File: config.mk
export PLATFORM = sky130hd
export DESIGN_NAME = quiescence_settle_tracker_flat
export DESIGN_NICKNAME = d
export VERILOG_FILES = /design/src/design/qst_pkg.sv /design/src/design/qst_cmd_if.sv /design/src/design/qst_rsp_if.sv /design/src/design/quiescence_settle_tracker.sv /design/src/flat_wrapper.sv
export SDC_FILE = /design/constraint.sdc
export NUM_CORES = 2
export LEC_CHECK = 0
export CAP_MARGIN = 0
export CORE_MARGIN = 4
export CORE_UTILIZATION = 50
export CTS_CLUSTER_SIZE = 16
export DETAILED_ROUTE_END_ITERATION = 6
export DONT_BUFFER_PORTS = 1
export PLACE_DENSITY = 0.66
export RECOVER_POWER = 50
export SYNTH_ARGS = -nofsm -noshare
export SYNTH_HDL_FRONTEND = slang
export SYNTH_SLANG_ARGS = --single-unit
export TNS_END_PERCENT = 5
File: constraint.sdc
create_clock -name clk -period 25.1 [get_ports clk]
set_input_delay 2.51 -clock clk [delete_from_list [all_inputs] [get_ports clk]]
set_output_delay 2.51 -clock clk [all_outputs]
set_load 0.1 [all_outputs]
File: src/design/qst_pkg.sv
package qst_pkg;

	typedef enum logic [1:0] {
		OP_BEGIN   = 2'd0,
		OP_OBSERVE = 2'd1,
		OP_CONSUME = 2'd2,
		OP_RESET   = 2'd3
	} qst_op_t;

	typedef enum logic [1:0] {
		ST_INVALID   = 2'd0,
		ST_WAITING   = 2'd1,
		ST_QUIESCENT = 2'd2
	} qst_status_t;

	localparam logic [7:0] STABLE_SAMPLES_RESET = 8'd3;
	localparam logic [7:0] STABLE_COUNT_MAX     = 8'd255;

	typedef struct packed {
		qst_op_t     opcode;
		logic [63:0] transaction_id;
		logic [31:0] pending_count;
		logic [63:0] generation;
		logic [63:0] token_nonce;
		logic [63:0] token_revision;
		logic        token_verified;
	} qst_cmd_t;

	typedef struct packed {
		qst_status_t observe_status;
		logic        accepted;
		logic        auth_valid;
		logic [63:0] auth_transaction;
		logic [63:0] auth_nonce;
		logic [63:0] auth_generation;
		logic [63:0] auth_revision;
	} qst_rsp_t;

endpackage

File: src/design/qst_cmd_if.sv
interface qst_cmd_if;
	logic               valid;
	logic               ready;
	qst_pkg::qst_cmd_t  payload;

	modport source (output valid, output payload, input ready);
	modport sink   (input valid, input payload, output ready);
endinterface

File: src/design/qst_rsp_if.sv
interface qst_rsp_if;
	logic               valid;
	logic               ready;
	qst_pkg::qst_rsp_t  payload;

	modport source (output valid, output payload, input ready);
	modport sink   (input valid, input payload, output ready);
endinterface

File: src/design/quiescence_settle_tracker.sv
// Quiescence settle tracker.
// cmd: valid/ready channel of commands (begin, observe, consume, reset).
// rsp: valid/ready channel, exactly one result transaction per command.
// cfg_we/cfg_wdata: write of required_stable_samples; write only while idle.
// A command is captured into an input register on the cycle it is accepted;
// it is evaluated against the tracker state once the output register is free
// or being taken, and the result lands in the output register. Throughput is
// one command per cycle while rsp does not stall, set by the single pass
// of compares and 64-bit increments between the input and output registers.
// When rsp stalls, the output register holds its result and the input
// register holds one more command; cmd.ready drops only when both are full,
// and rises again in the cycle the result is taken.
// On arst_n low the tracker clears, the nonce counter returns to one, the
// threshold returns to three, and both pipeline slots empty.
module quiescence_settle_tracker (
	input  logic              clk,
	input  logic              arst_n,
	qst_cmd_if.sink           cmd,
	qst_rsp_if.source         rsp,
	input  logic              cfg_we,
	input  logic [7:0]        cfg_wdata
);

	logic [7:0]          req_q;
	logic                valid_s1;
	qst_pkg::qst_cmd_t   cmd_s1;
	logic                out_valid_q;
	qst_pkg::qst_rsp_t   rsp_q;

	logic [63:0] active_q;
	logic [63:0] nonce_q;
	logic [63:0] counter_q;
	logic [63:0] last_gen_q;
	logic [63:0] rev_q;
	logic [7:0]  stable_q;
	logic        seen_q;
	logic        settled_q;

	logic [63:0] n_active;
	logic [63:0] n_nonce;
	logic [63:0] n_counter;
	logic [63:0] n_last_gen;
	logic [63:0] n_rev;
	logic [7:0]  n_stable;
	logic        n_seen;
	logic        n_settled;
	qst_pkg::qst_rsp_t n_rsp;

	logic advance;
	logic cmd_fire;

	assign advance  = valid_s1 && (!out_valid_q || rsp.ready);
	assign cmd.ready = !valid_s1 || advance;
	assign cmd_fire = cmd.valid && cmd.ready;
	assign rsp.valid = out_valid_q;
	assign rsp.payload = rsp_q;

	always_comb begin
		logic [63:0] rev_inc;
		logic [63:0] base_nonce;
		logic [7:0]  cnt;
		logic        held;
		logic        auth_cur;
		logic        auth_nxt;

		n_active   = active_q;
		n_nonce    = nonce_q;
		n_counter  = counter_q;
		n_last_gen = last_gen_q;
		n_rev      = rev_q;
		n_stable   = stable_q;
		n_seen     = seen_q;
		n_settled  = settled_q;
		n_rsp      = '0;
		n_rsp.observe_status = qst_pkg::ST_INVALID;
		rev_inc    = rev_q + 64'd1;
		base_nonce = (counter_q == 64'd0) ? 64'd1 : counter_q;
		cnt        = 8'd0;
		held       = 1'b0;
		auth_cur   = (active_q != 64'd0) && (nonce_q != 64'd0) && (rev_q != 64'd0)
			&& seen_q && settled_q && (stable_q >= req_q);

		unique case (cmd_s1.opcode)
			qst_pkg::OP_BEGIN: begin
				if (cmd_s1.transaction_id != 64'd0 && active_q == 64'd0) begin
					n_counter  = base_nonce + 64'd1;
					n_active   = cmd_s1.transaction_id;
					n_nonce    = base_nonce;
					n_last_gen = 64'd0;
					n_rev      = 64'd0;
					n_stable   = 8'd0;
					n_seen     = 1'b0;
					n_settled  = 1'b0;
					n_rsp.accepted = 1'b1;
				end
			end
			qst_pkg::OP_OBSERVE: begin
				if (cmd_s1.transaction_id != 64'd0 && cmd_s1.transaction_id == active_q) begin
					if (rev_inc == 64'd0) begin
						n_active   = 64'd0;
						n_nonce    = 64'd0;
						n_last_gen = 64'd0;
						n_rev      = 64'd0;
						n_stable   = 8'd0;
						n_seen     = 1'b0;
						n_settled  = 1'b0;
					end else begin
						n_rev = rev_inc;
						if (settled_q) begin
							if (cmd_s1.pending_count == 32'd0 && seen_q
								&& cmd_s1.generation == last_gen_q) begin
								n_rsp.observe_status = qst_pkg::ST_QUIESCENT;
								held = 1'b1;
							end else begin
								n_settled = 1'b0;
								n_stable  = 8'd0;
							end
						end
						if (!held) begin
							if (cmd_s1.pending_count != 32'd0) begin
								n_last_gen = cmd_s1.generation;
								n_seen     = 1'b1;
								n_stable   = 8'd0;
								n_rsp.observe_status = qst_pkg::ST_WAITING;
							end else if (!seen_q || cmd_s1.generation != last_gen_q) begin
								n_last_gen = cmd_s1.generation;
								n_seen     = 1'b1;
								n_stable   = 8'd1;
								n_rsp.observe_status = qst_pkg::ST_WAITING;
							end else begin
								cnt = (n_stable < qst_pkg::STABLE_COUNT_MAX)
									? n_stable + 8'd1 : n_stable;
								n_stable = cnt;
								if (cnt < req_q) begin
									n_rsp.observe_status = qst_pkg::ST_WAITING;
								end else begin
									n_settled = 1'b1;
									n_rsp.observe_status = qst_pkg::ST_QUIESCENT;
								end
							end
						end
					end
				end
			end
			qst_pkg::OP_CONSUME: begin
				if (cmd_s1.token_verified && auth_cur
					&& cmd_s1.transaction_id == active_q
					&& cmd_s1.token_nonce == nonce_q
					&& cmd_s1.generation == last_gen_q
					&& cmd_s1.token_revision == rev_q) begin
					n_active   = 64'd0;
					n_nonce    = 64'd0;
					n_last_gen = 64'd0;
					n_rev      = 64'd0;
					n_stable   = 8'd0;
					n_seen     = 1'b0;
					n_settled  = 1'b0;
					n_rsp.accepted = 1'b1;
				end
			end
			qst_pkg::OP_RESET: begin
				if (cmd_s1.transaction_id != 64'd0 && cmd_s1.transaction_id == active_q) begin
					n_active   = 64'd0;
					n_nonce    = 64'd0;
					n_last_gen = 64'd0;
					n_rev      = 64'd0;
					n_stable   = 8'd0;
					n_seen     = 1'b0;
					n_settled  = 1'b0;
					n_rsp.accepted = 1'b1;
				end
			end
			default: begin
			end
		endcase

		auth_nxt = (n_active != 64'd0) && (n_nonce != 64'd0) && (n_rev != 64'd0)
			&& n_seen && n_settled && (n_stable >= req_q);
		n_rsp.auth_valid = auth_nxt;
		if (auth_nxt) begin
			n_rsp.auth_transaction = n_active;
			n_rsp.auth_nonce       = n_nonce;
			n_rsp.auth_generation  = n_last_gen;
			n_rsp.auth_revision    = n_rev;
		end
	end

	always_ff @(posedge clk or negedge arst_n) begin
		if (!arst_n) begin
			req_q       <= qst_pkg::STABLE_SAMPLES_RESET;
			valid_s1    <= 1'b0;
			out_valid_q <= 1'b0;
			active_q    <= '0;
			nonce_q     <= '0;
			counter_q   <= 64'd1;
			last_gen_q  <= '0;
			rev_q       <= '0;
			stable_q    <= '0;
			seen_q      <= 1'b0;
			settled_q   <= 1'b0;
		end else begin
			if (cfg_we) begin
				req_q <= cfg_wdata;
			end
			if (cmd.ready) begin
				valid_s1 <= cmd.valid;
			end
			if (advance) begin
				out_valid_q <= 1'b1;
			end else if (rsp.ready) begin
				out_valid_q <= 1'b0;
			end
			if (advance) begin
				active_q   <= n_active;
				nonce_q    <= n_nonce;
				counter_q  <= n_counter;
				last_gen_q <= n_last_gen;
				rev_q      <= n_rev;
				stable_q   <= n_stable;
				seen_q     <= n_seen;
				settled_q  <= n_settled;
			end
		end
	end

	always_ff @(posedge clk) begin
		if (cmd_fire) begin
			cmd_s1 <= cmd.payload;
		end
		if (advance) begin
			rsp_q <= n_rsp;
		end
	end

	a_nonce_tracks_id: assert property (@(posedge clk) disable iff (!arst_n)
		(active_q == 64'd0) == (nonce_q == 64'd0))
		else $error("session nonce and transaction id disagree on occupancy");

	a_settled_needs_gen: assert property (@(posedge clk) disable iff (!arst_n)
		settled_q |-> seen_q)
		else $error("settled without a seen generation");

	a_auth_revision: assert property (@(posedge clk) disable iff (!arst_n)
		(out_valid_q && rsp_q.auth_valid) |-> (rsp_q.auth_revision != 64'd0
			&& rsp_q.auth_nonce != 64'd0))
		else $error("authorization issued with zero revision or nonce");

	a_capture: assert property (@(posedge clk) disable iff (!arst_n)
		cmd_fire |=> valid_s1)
		else $error("accepted transaction lost before evaluation");

endmodule

File: src/flat_wrapper.sv
// flat-port wrapper written by rule: the top's interface ports become plain ports
module quiescence_settle_tracker_flat 
  (clk, arst_n, cfg_we, cfg_wdata, cmd_valid, cmd_payload, cmd_ready, rsp_valid, rsp_payload, rsp_ready);
  qst_cmd_if cmd_i ();
  qst_rsp_if rsp_i ();
  input  logic clk;
  input  logic arst_n;
  input  logic cfg_we;
  input  logic [7:0] cfg_wdata;
  input wire logic [$bits(cmd_i.valid)-1:0] cmd_valid;
  input wire logic [$bits(cmd_i.payload)-1:0] cmd_payload;
  output wire logic [$bits(cmd_i.ready)-1:0] cmd_ready;
  output wire logic [$bits(rsp_i.valid)-1:0] rsp_valid;
  output wire logic [$bits(rsp_i.payload)-1:0] rsp_payload;
  input wire logic [$bits(rsp_i.ready)-1:0] rsp_ready;
  assign cmd_i.valid = cmd_valid;
  assign cmd_i.payload = cmd_payload;
  assign cmd_ready = cmd_i.ready;
  assign rsp_valid = rsp_i.valid;
  assign rsp_payload = rsp_i.payload;
  assign rsp_i.ready = rsp_ready;
  quiescence_settle_tracker u_core (.clk(clk), .arst_n(arst_n), .cmd(cmd_i), .rsp(rsp_i), .cfg_we(cfg_we), .cfg_wdata(cfg_wdata));
endmodule
* After elaboration in Yosys (flattened, before gate mapping)
Index checks and enable logic that the tools add are counted.
** Word-level totals
- Register bits after elaboration :: 891
- Input bits :: 304
- Output and inout port bits :: 262
- Logic and storage cells :: 164
** Cells by class
- $add $sub $neg :: 3
- $lt $le $gt $ge :: 4
- Eq/ne operators :: 8
- Mux-type cells :: 79
- Bitwise logic cells :: 2
- Reductions and logical operators :: 43
** Operators with widths (count)
- $mux 64 :: 24
- $pmux 64 s4 :: 4
- $reduce_bool 64->1 :: 7
- $eq 64x64->1 :: 4
- $logic_not 64->1 :: 3
- $add 64x1->64 const B :: 2
- $mux 8 :: 14
- $ne 64x64->1 :: 1
- $logic_not 32->1 :: 1
- $pmux 8 s4 :: 1
- $reduce_bool 32->1 :: 1
- $mux 1 :: 27
- $logic_and 1x1->1 :: 21
- $ge 8x8->1 :: 2
- $mux 2 :: 6
- $add 8x1->8 const B :: 1
- $lt 8x8->1 :: 1
- $lt 8x8->1 const B :: 1
- $pmux 1 s4 :: 2
- $eq 2x2->1 const B :: 2
- $logic_not 1->1 :: 3
- $logic_or 1x1->1 :: 3
- $pmux 1 s3 :: 1
- $reduce_and 3->1 :: 1
- 5 further kinds :: 6

* Depth between registers and ports, before layout
- Depth after elaboration :: 20
- Mapped depth :: 31
- Depth with buffers taken out :: 28

* Worst setup path before layout
Ideal clock, no wire load.
- Path type :: input to register
- Start point :: in rsp_ready
- End point :: reg u_core.stable_q[1]
- Setup time :: 149 ps
- Arrival time :: 11912 ps
- Data required time :: 24951 ps
- Path slack :: 13039 ps
- Stages on the path :: 7
- Buffers on the path :: 2
- Cells stage by stage :: nand2b_1 nand2_1 inv_1 clkbuf_1 clkbuf_1 o21ai_0 a22o_1
** On the way
- Longest elaborated chain between the ends :: 2
** RTL lines
- start, declared :: RTL line flat_wrapper.sv:15 : input wire logic [$bits(rsp_i.ready)-1:0] rsp_ready;
- $logic_or 1x1->1 :: RTL line quiescence_settle_tracker.sv:52 : assign advance = valid_s1 && (!out_valid_q || rsp.ready);
- $logic_and 1x1->1 :: RTL line quiescence_settle_tracker.sv:52
- named net u_core.advance :: RTL line quiescence_settle_tracker.sv:49 : logic advance;
- end signal, assigned :: RTL line quiescence_settle_tracker.sv:219 : stable_q <= n_stable;
- end, declared :: RTL line quiescence_settle_tracker.sv:35 : logic [7:0] stable_q;
The timed path passes the listed nets, and every way through them passes these cells.
A chain may end at the register's enable or synchronous reset.

* Worst setup path in the final report
- Start point :: in rsp_ready
- End point :: reg u_core.last_gen_q[0]
** On the way
- Longest elaborated chain between the ends :: 2
** RTL lines
- $logic_or 1x1->1 :: RTL line quiescence_settle_tracker.sv:52
- $logic_and 1x1->1 :: RTL line quiescence_settle_tracker.sv:52
- end signal, assigned :: RTL line quiescence_settle_tracker.sv:217 : last_gen_q <= n_last_gen;
- end, declared :: RTL line quiescence_settle_tracker.sv:33 : logic [63:0] last_gen_q;
No other way between the ends.

==> results.md <==
* Status: finished, violations left
* Failing checks: DRC, capacitance limit, slew limit
* Asr flop ratio synth at 38.2%
* Synth warn at 0
* Total Routing Usage GR at 36.6%
* Max Fclk at 87.5 MHz
* Nets at 4,037
* Vias at 33,600
* CP required at 25,720 ps
* Post-CTS sizing at 0
* Placed cells at 4,744
* Final Setup Violations at 0
* Post-Route Setup TNS at 0 ps
* Clk root buf: clkbuf_16
* Tightest Hold Check Type: register to register
* Worst-margin pin slew at 3650 ps
* CTS tree: built
* Row cnt at 106
* Clock sink count at 891
* Synth Cell Area at 42,500 sq um
* Cell count after synthesis at 3,819
* CP Max Fanout at 68
* Synth unique cells at 79
* Pins over their slew limit at 487
* Synthesis-to-finish area growth at 9.58%
* Postcts setup bufs at 0
* Die area at 89,700 sq um
* Clock Skews at 32.8 ps
* Post-route DRC at 3
* Sequential element share of the synthesized area at 59.0%
* WL/cell at 34.1 microns
* Final Cell Area at 46,500 sq um
* Die X at 299 microns
* Reg clk slew, reported paths at 60 ps
* Number of buffers created by CTS at 93
* Drt pass-1 iters at 7
* Iter 0 DRT Violations at 4,742
* WL final at 168 mm
* Final Hold Slack at 503 ps
* Vias in the first global route at 31,600
* CP max-delay cell: clkinvlp_2
* Placed Area at 43,300 sq um
* Hold Fails Final Rpt at 0
* Pwr/cell area at 81.5 nW/um^2
* Final Cycle Share at 45.5%
* Crit path capture type: register
* Hold Buf Count CTS at 0
* Tmin final at 11,430 ps
* Post-Syn Area per Cell at 11.1 sq um
* Ordered cell list for the critical path: nand2b_1 -> nand2_1 -> clkinvlp_2 -> clkbuf_1 -> nand2_2 -> buf_4 -> a22o_1
* Initial antenna violation count at 35
* RePlAce Congestion at 1.04
* Drt via density at 6.82
* H-tree depth at 3
* Max-Cap Viols at 7
* Top Ports at 566
* PortBufs at 0
* Prevailing post-synth register cell: edfxtp_1
* Max VDD drop at 0.0726 mV
* Reg2reg setup slack at 14,520 ps
* Max incr delay on CP at 3960 ps
* First-pass GRT wire length at 238 mm
* Initial Util at 50.6%
* Max-slew headroom at -145%
* Final cell count without fillers at 4,935
* Tot Pwr at 0.00379 W
* Leakage power at 16.7 nW
* Family with the most delay on the worst path: buffers and inverters
* Antenna Nets Post-Route at 0
* Buffers and inverters on the worst path at 3
* Worst-Skew Late Latency at 690 ps
* Share of cells above drive strength 1 at 6.87%
* HPWL after DPL at 121 mm
* Mapped Nets at 4,151
* Worst Path Class, Setup: input pin to register
* Worst Setup Start Kind: input pin
* Remaining Overflow, GRT at 0
* Largest net degree at the start of global routing at 341
* DIE HEIGHT at 299 microns
* #FFs+latches synth at 891
* CORE AREA at 84,000 sq um
* Post-synth EDFFs at 551
* CP Data Arrival Time at 12,050 ps
* RSZ-0062 raised after global routing: false
* Max clock buf depth at 3
-- synthesized netlist by cell type (all sizes together), types with 7 or more instances --
master / number / share of area, %
edfxtp: 551 / 39
nand2: 446 / 3.9
dfrtp: 337 / 20
nor3: 246 / 2.9
clkbuf: 211 / 1.9
nor2: 204 / 1.8
nor4: 204 / 3.0
xnor2: 202 / 4.2
a22oi: 195 / 3.4
xor2: 161 / 3.3
nand4: 153 / 2.3
o21ai: 132 / 1.6
a22o: 113 / 2.3
a21oi: 106 / 1.2
nand3: 90 / 1.1
buf: 56 / 0.78
or3: 37 / 0.54
inv: 36 / 0.32
and3: 31 / 0.46
ha: 28 / 0.82
or4: 27 / 0.49
nor2b: 25 / 0.37
and4: 19 / 0.40
a211oi: 15 / 0.27
nand2b: 15 / 0.22
or2: 15 / 0.22
a31oi: 13 / 0.19
and2: 11 / 0.16
mux2i: 11 / 0.26
o31ai: 11 / 0.19
mux2: 10 / 0.27
o211ai: 9 / 0.16
a21o: 8 / 0.14
nor3b: 8 / 0.14
nand3b: 7 / 0.12
o22ai: 7 / 0.10
-- worst paths after layout --
| check | startpoint | end | depth (start not counted) |
|---|---|---|---|
| min in group asynchronous | arst_n | u_core.req_q[6]$_DFFE_PN0P_ | 0 |
| worst max-delay path | rsp_ready | u_core.last_gen_q[0]$_DFFE_PN0P_ | 7 |
| worst max register to register | u_core.rsp.valid$_DFFE_PN0P_ | u_core.last_gen_q[0]$_DFFE_PN0P_ | 7 |
| max in group asynchronous | arst_n | u_core.last_gen_q[55]$_DFFE_PN0P_ | 0 |
| worst min-delay path | u_core.valid_s1$_DFFE_PN0N_ | u_core.rsp.valid$_DFFE_PN0P_ | 1 |
| worst min register to register | u_core.valid_s1$_DFFE_PN0N_ | u_core.rsp.valid$_DFFE_PN0P_ | 1 |
-- cells in the final DEF, fill, tap and decap left out, types with 28 or more instances in the layout --
| master | netlist | layout |
|---|---|---|
| nor4_1 | 202 | 201 |
| buf_4 | 18 | 54 |
| a21oi_1 | 106 | 106 |
| ha_1 | 28 | 28 |
| edfxtp_1 | 551 | 551 |
| and3_1 | 31 | 31 |
| nor3_1 | 246 | 244 |
| inv_1 | 36 | 35 |
| nor2_1 | 204 | 200 |
| or3_1 | 37 | 37 |
| xor2_1 | 161 | 161 |
| nand3_1 | 89 | 89 |
| dfrtp_1 | 337 | 337 |
| nand2_1 | 446 | 443 |
| a22oi_1 | 195 | 195 |
| clkbuf_16 | 0 | 95 |
| nand4_1 | 151 | 151 |
| o21ai_0 | 128 | 128 |
| xnor2_1 | 202 | 202 |
| a22o_1 | 113 | 113 |
-- metrics by stage --
step                      util (%)  setup slack, ps
after detailed placement      51.6            16670
after floorplan                  -            13040
after global routing          55.4            13200
after CTS                     55.4            16670
final                         55.4            13670
after global placement        51.6            16790
-- layer usage --
| metal | routed length (microns) | vias to the layer above | track usage, % |
|---|---|---|---|
| met1 | 63200 | 16700 | 48.3 |
| met5 | 212 | - | 0 |
| met3 | 19700 | 514 | 11.0 |
| met4 | 9960 | 32 | 17.7 |
| met2 | 75300 | 2323 | 55.5 |
| li1 | - | 14100 | - |
-- power by group --
part / switching (W) / leakage, nW / internal (W) / total, W
Clock: 0.000601 / 1.57 / 0.000850 / 0.00145
Sequential: 0.000281 / 10.1 / 0.00166 / 0.00194
Combinational: 0.000279 / 5.04 / 0.000119 / 0.000399
Total: 0.00116 / 16.7 / 0.00263 / 0.00379
-- state kept, by name (all words and copies together) (netlist names), 8 cells and up --
signal and count:
u_core.active_q 64, u_core.cmd_s1 291, u_core.counter_q 64, u_core.last_gen_q 64, u_core.nonce_q 64, u_core.req_q 8
u_core.rev_q 64, u_core.rsp.payload 260, u_core.stable_q 8
-- logic make-up (layout without fill, tap and decap cells) --
logic type	Yosys count	in the layout	share of synthesized area [%]
other cells	0	18	0
mux	21	21	0.524
simple gates	1551	1551	18.4
flops	891	891	59.0
compound gates	660	660	10.7
buf+inv	305	269	2.98
fa+ha+maj	28	28	0.825
xor+xnor	363	363	7.48
-- cell type report --
cell class | count | area (sq um)
well taps | 1134 | 1420
inverters | 38 | 144
flip-flops and latches | 891 | 25100
clock inverters | 58 | 688
fillers | 7181 | 37400
repair buffers | 58 | 420
clock buffers | 115 | 2520
multi-input cells | 2623 | 16200
diodes | 18 | 45.0
Note: power is estimated with default switching activity, not from simulation.
